--- src/rtl/lkvc_pkg.sv ---
package lkvc_pkg;

    // table geometry
    localparam int ENTRIES = 16;
    localparam int IDX_W   = $clog2(ENTRIES);
    localparam int AGE_W   = $clog2(ENTRIES);
    localparam int OCC_W   = $clog2(ENTRIES + 1);

    // capacity register
    localparam int CAP_W = 5;
    localparam int CMP_W = (OCC_W > CAP_W) ? OCC_W : CAP_W;
    localparam logic [CAP_W-1:0] CAP_RESET = CAP_W'(16);

    // value reported by a get that misses
    localparam logic signed [31:0] MISS_VALUE = -32'sd1;

    typedef enum logic {
        OP_GET = 1'b0,
        OP_PUT = 1'b1
    } t_op;

    typedef struct packed {
        t_op                operation;
        logic signed [31:0] key;
        logic signed [31:0] put_value;
    } t_req;

    typedef struct packed {
        logic               hit;
        logic signed [31:0] read_value;
    } t_rsp;

endpackage

--- src/rtl/lru_key_value_cache_top.sv ---
// fully associative key-value cache with true lru replacement
// path: request into the input register, its result into the result register driving o_rsp
// one request per cycle unless stalled; all keys compared and all ages updated in one pass
// reset: valid marks, occupancy and both pipeline stages cleared, capacity set to 16
// no clearing pass: the valid marks are flip-flops cleared in the reset cycle
module lru_key_value_cache_top import lkvc_pkg::*; (
    input  logic             i_clk,
    input  logic             i_rst_n,
    input  logic             i_cfg_wr_en,
    input  logic [CAP_W-1:0] i_cfg_wr_data,
    input  logic             i_req_valid,
    output logic             o_req_stall,
    input  t_req             i_req,
    output logic             o_rsp_valid,
    input  logic             i_rsp_stall,
    output t_rsp             o_rsp
);

    // pipeline registers
    logic             r_req_valid;
    t_req             r_req;
    logic             r_rsp_valid;
    t_rsp             r_rsp;
    logic [CAP_W-1:0] r_cap;

    // table state
    logic                      r_valid [ENTRIES];
    logic signed [31:0]        r_key   [ENTRIES];
    logic signed [31:0]        r_value [ENTRIES];
    logic [AGE_W-1:0]          r_age   [ENTRIES];
    logic [OCC_W-1:0]          r_occ;

    logic                      n_valid [ENTRIES];
    logic signed [31:0]        n_key   [ENTRIES];
    logic signed [31:0]        n_value [ENTRIES];
    logic [AGE_W-1:0]          n_age   [ENTRIES];
    logic [OCC_W-1:0]          n_occ;
    t_rsp                      n_rsp;

    logic             can_adv;
    logic             fire;
    logic             found_any;
    logic [IDX_W-1:0] found_idx;
    logic             free_any;
    logic [IDX_W-1:0] free_idx;
    logic             old_any;
    logic [IDX_W-1:0] old_idx;
    logic [AGE_W-1:0] old_age;
    logic [CMP_W-1:0] eff_cap;
    logic             room;
    logic             use_free;
    logic [IDX_W-1:0] slot;
    logic             evict;

    // handshake
    assign can_adv     = !r_rsp_valid || !i_rsp_stall;
    assign fire        = r_req_valid && can_adv;
    assign o_req_stall = r_req_valid && !can_adv;
    assign o_rsp_valid = r_rsp_valid;
    assign o_rsp       = r_rsp;

    // input register
    always_ff @(posedge i_clk) begin
        if (!i_rst_n) begin
            r_req_valid <= 1'b0;
        end else if (i_req_valid && !o_req_stall) begin
            r_req_valid <= 1'b1;
        end else if (can_adv) begin
            r_req_valid <= 1'b0;
        end
    end

    always_ff @(posedge i_clk) begin
        if (i_req_valid && !o_req_stall) begin
            r_req <= i_req;
        end
    end

    // result register
    always_ff @(posedge i_clk) begin
        if (!i_rst_n) begin
            r_rsp_valid <= 1'b0;
        end else if (fire) begin
            r_rsp_valid <= 1'b1;
        end else if (!i_rsp_stall) begin
            r_rsp_valid <= 1'b0;
        end
    end

    always_ff @(posedge i_clk) begin
        if (fire) begin
            r_rsp <= n_rsp;
        end
    end

    // capacity register
    always_ff @(posedge i_clk) begin
        if (!i_rst_n) begin
            r_cap <= CAP_RESET;
        end else if (i_cfg_wr_en) begin
            r_cap <= i_cfg_wr_data;
        end
    end

    // effective capacity: zero counts as one, saturate at table size
    always_comb begin
        eff_cap = CMP_W'(r_cap);
        if (eff_cap == '0) begin
            eff_cap = CMP_W'(1);
        end else if (eff_cap > CMP_W'(ENTRIES)) begin
            eff_cap = CMP_W'(ENTRIES);
        end
    end

    assign room    = CMP_W'(r_occ) < eff_cap;
    // ages of valid entries are a permutation of 0..occ-1, so the oldest has age occ-1
    assign old_age = AGE_W'(r_occ - OCC_W'(1));

    // key match, free slot and oldest entry, lowest index first
    always_comb begin
        found_any = 1'b0;
        found_idx = '0;
        free_any  = 1'b0;
        free_idx  = '0;
        old_any   = 1'b0;
        old_idx   = '0;
        for (int i = 0; i < ENTRIES; i++) begin
            if (!found_any && r_valid[i] && (r_key[i] == r_req.key)) begin
                found_any = 1'b1;
                found_idx = IDX_W'(i);
            end
            if (!free_any && !r_valid[i]) begin
                free_any = 1'b1;
                free_idx = IDX_W'(i);
            end
            if (!old_any && r_valid[i] && (r_age[i] == old_age)) begin
                old_any = 1'b1;
                old_idx = IDX_W'(i);
            end
        end
    end

    // victim choice for a put miss
    always_comb begin
        use_free = room && free_any;
        if (use_free) begin
            slot = free_idx;
        end else if (old_any) begin
            slot = old_idx;
        end else begin
            slot = '0;
        end
        evict = !use_free && r_valid[slot];
    end

    // next table state and response
    always_comb begin
        for (int i = 0; i < ENTRIES; i++) begin
            n_valid[i] = r_valid[i];
            n_key[i]   = r_key[i];
            n_value[i] = r_value[i];
            n_age[i]   = r_age[i];
        end
        n_occ          = r_occ;
        n_rsp.hit      = found_any;
        n_rsp.read_value = '0;

        if (found_any) begin
            // hit: move entry to the front, younger entries age by one
            for (int i = 0; i < ENTRIES; i++) begin
                if (r_valid[i] && (IDX_W'(i) != found_idx) && (r_age[i] < r_age[found_idx])) begin
                    n_age[i] = r_age[i] + AGE_W'(1);
                end
            end
            n_age[found_idx] = '0;
            if (r_req.operation == OP_PUT) begin
                n_value[found_idx] = r_req.put_value;
            end else begin
                n_rsp.read_value = r_value[found_idx];
            end
        end else if (r_req.operation == OP_PUT) begin
            // put miss: age survivors, insert new pair as most recent
            for (int i = 0; i < ENTRIES; i++) begin
                if (r_valid[i] && !(evict && (IDX_W'(i) == slot))) begin
                    n_age[i] = r_age[i] + AGE_W'(1);
                end
            end
            n_valid[slot] = 1'b1;
            n_key[slot]   = r_req.key;
            n_value[slot] = r_req.put_value;
            n_age[slot]   = '0;
            if (!evict) begin
                n_occ = r_occ + OCC_W'(1);
            end
        end else begin
            n_rsp.read_value = MISS_VALUE;
        end
    end

    // table control state
    always_ff @(posedge i_clk) begin
        if (!i_rst_n) begin
            for (int i = 0; i < ENTRIES; i++) begin
                r_valid[i] <= 1'b0;
            end
            r_occ <= '0;
        end else if (fire) begin
            for (int i = 0; i < ENTRIES; i++) begin
                r_valid[i] <= n_valid[i];
            end
            r_occ <= n_occ;
        end
    end

    // table payload
    always_ff @(posedge i_clk) begin
        if (fire) begin
            for (int i = 0; i < ENTRIES; i++) begin
                r_key[i]   <= n_key[i];
                r_value[i] <= n_value[i];
                r_age[i]   <= n_age[i];
            end
        end
    end

endmodule

--- config.mk ---
export PLATFORM = sky130hd
export DESIGN_NAME = lru_key_value_cache_top
export DESIGN_NICKNAME = d
export VERILOG_FILES = /design/src/rtl/lkvc_pkg.sv /design/src/rtl/lru_key_value_cache_top.sv
export SDC_FILE = /design/constraint.sdc
export NUM_CORES = 2
export LEC_CHECK = 0
export BUFFER_PORTS_ARGS = -buffer_cell sky130_fd_sc_hd__buf_2
export CAP_MARGIN = 20
export CORE_ASPECT_RATIO = 2
export CORE_MARGIN = 4
export CORE_UTILIZATION = 46
export CTS_CLUSTER_DIAMETER = 200
export DETAILED_ROUTE_END_ITERATION = 16
export PLACE_DENSITY = 0.62
export SKIP_LAST_GASP = 1
export SLEW_MARGIN = 20
export SYNTH_ARGS = -nofsm -noshare
export SYNTH_HDL_FRONTEND = slang
export SYNTH_SLANG_ARGS = --single-unit
--- constraint.sdc ---
create_clock -name i_clk -period 17.25 [get_ports i_clk]
set_input_delay 0.8625 -clock i_clk [delete_from_list [all_inputs] [get_ports i_clk]]
set_output_delay 0.8625 -clock i_clk [all_outputs]
set_load 0.05 [all_outputs]
==> impl_metrics.tcl <==
set metrics [dict create \
    status "complete, no violations" \
    initial_core_util 0.462 \
    syn2layout_area_growth_pct 10.8 \
    synth_edf_count 1202 \
    required_ns 17.81 \
    gr-max-usage-layer "met2" \
    grt_pass1_vias 40200 \
    clkTransAtPathRegs_ns 0.06 \
    vdd_drop_max_v 0.0000932 \
    worstHoldPathType "input pin to flop" \
    cts_htree_levels 3 \
    syn_nets 4796 \
    clk-insertion-delay-late_ns 0.76 \
    yosys_warnings 0 \
    drt_first_pass_iters 7 \
    critPathMaxFanout 92 \
    seq_area_frac_synth 0.607 \
    track_usage 0.269 \
    worst_slack_ns 9.32 \
    post-place-ws_ns 9.40 \
    worst_pin_slew_ns 1.31 \
    gp_congestion 1.01 \
    wl_per_cell_microns 28.9 \
    ctsResizeCount 0 \
    totalWireLength_microns 188000 \
    core_sq_mm 0.130 \
    layout_commonest_cell "edfxtp_1" \
    ant_nets 0 \
    cts_root_buffer "clkbuf_16" \
    met1_usage 0.271 \
    numCtsBuffers 110 \
    grt_max_degree 93 \
    cp-end-kind "flop" \
    die_w_microns 263 \
    dp_hpwl_microns 123000 \
    clock-sinks 1214 \
    cts_setup_buffers 0 \
    dieHeight_microns 518 \
    grt_pass1_wl_microns 271000 \
    critPathKind "flop to flop" \
    tns_ns 0 \
    grtUsageMet2 0.504 \
    netlist_area_sq_mm 0.0599 \
    finClkSkew_ns 0.0351 \
    syn_area_per_cell_sq_um 12.9 \
    route.detailed.drc 0 \
    relSlewSlack 0.123 \
    grt.overflow.total 0 \
    fin_nets 4886 \
    cts_tree "done" \
    clockBufferDepth 3 \
    grt_use_met3 0.0380 \
    drtIter0Drc 2887 \
    drive_above_1_share 0.126 \
    ys_ff_latch 1214 \
    async_reset_ff_frac 0 \
    ctsHoldBuffers 0 \
    max_freq_ghz 0.126 \
    antenna_found_initial 4 \
    layout_common_cells "1202 x edfxtp_1, 381 x and2_1, 296 x xor2_1" \
    synth_top_area_cell "edfxtp_1" \
    power_density_mw_per_mm2 94.5 \
    worstPathArrival_ns 8.49 \
    slew_viol_final 0 \
    ioPinCount 110 \
    finalSetupViolations 0 \
    synth_top_area_share 0.603 \
    start_kind "flop" \
    io_buffers 109 \
    num_vias 39100 \
    finalCritPeriodShare 0.460 \
    synthCells 4651 \
    synth_area_leaders "edfxtp_1 60%, xor2_1 4.3%, and2_1 4.0%" \
    min_period_ns 7.93 \
    p_leak_uw 0.0216 \
    rows 187 \
    rsz0062_at_grt "false" \
    hold_viol 0 \
    ys.flop_type "edfxtp_1" \
    yosysUniqueCellTypes 90 \
    vias_per_cell 5.99 \
    die-area_sq_mm 0.136 \
    max-cap-violations 0 \
]
cell usage after synthesis, types with 65 or more instances:
cell      count
nand3_1      79
and2_1      381
nor2b_1     162
clkbuf_1    175
nand2_1     172
xnor2_1     246
o21ai_0      88
xor2_1      296
mux2i_1     227
nor4_1      140
a21oi_1     196
inv_1        65
nor3_1       75
ha_1         70
nand4_1     116
nor2_1      243
mux2_2      101
edfxtp_1   1202
sequential cells by signal, indices dropped and copies added (netlist names), 5 cells and up:
name,count
r_valid,16
r_key,512
r_req,65
r_cap,5
o_rsp,33
r_value,512
r_age,64
r_occ,5
final cells by class:
class / instances / area [sq um]
well taps: 1701 / 2130
clock buffers: 130 / 2870
diodes: 3 / 7.51
repair buffers: 246 / 1600
inverters: 65 / 244
flip-flops and latches: 1214 / 36300
multi-input cells: 3104 / 22400
clock inverters: 70 / 739
fillers: 11200 / 63300
per-stage QoR:
stage	power [uW]	cells	area, sq um	hold slack [ns]	utilization
2_1_floorplan	3650	4651	59900	0.466	-
3_3_place_gp	3820	6330	62700	0.484	0.484
3_5_place_dp	3820	6330	62700	0.506	0.484
4_1_cts	6320	6530	66300	0.249	0.512
5_1_grt	6470	6531	66300	0.262	0.512
6_report	6270	6533	66300	0.280	0.512
worst max-delay path, stage by stage, from the launching register on:
cell and delay [ns]:
edfxtp_1 0.80, buf_4 0.57, xor2_1 0.17, nor4_1 0.25
nand3_1 0.11, or4_1 0.77, o21ai_0 0.17, a311oi_1 0.27
o21ai_4 0.22, buf_4 0.65, buf_12 0.49, nand2_1 0.11
and3_1 0.21, a21oi_1 0.13, nor2_1 0.06, nor2_1 0.14
o221ai_2 0.31, buf_4 0.34, ha_1 0.30, nand2_1 0.06
or4bb_1 0.49, nor3_1 0.14, a21oi_1 0.15, a2bb2oi_1 0.26
o311ai_0 0.30
where the power goes:
part,switching [uW],internal (uW)
Clock,1120,1390
Combinational,295,142
Sequential,50.7,3270
Total,1470,4800
cell families after synthesis:
| group | Yosys count | share of synthesized area |
|---|---|---|
| mux | 328 | 0.0570 |
| fa+ha+maj | 70 | 0.0146 |
| buf+inv | 333 | 0.0250 |
| xor+xnor | 560 | 0.0861 |
| simple gates | 1599 | 0.150 |
| flops | 1214 | 0.607 |
| compound gates | 547 | 0.0600 |
worst paths after layout:
kind | startpoint | end | slack (ns) | depth (start not counted)
setup / recovery | r_req[33]$_DFFE_PP_ | r_age[14][3]$_DFFE_PP_ | 9.32 | 24
hold / removal | i_req[43] | r_req[43]$_DFFE_PP_ | 0.28 | 1
setup reg to reg | r_req[33]$_DFFE_PP_ | r_age[14][3]$_DFFE_PP_ | 9.32 | 24
hold reg to reg | r_req_valid$_SDFFE_PN0P_ | o_rsp_valid$_SDFFE_PN0P_ | 0.52 | 2
per-layer routing:
| metal | share of wire | routed length [microns] |
|---|---|---|
| met5 | 0.000095 | 18 |
| met1 | 0.33 | 62400 |
| met4 | 0.084 | 15800 |
| met3 | 0.051 | 9620 |
| met2 | 0.53 | 101000 |
Note: power is estimated with default switching activity, not from simulation.
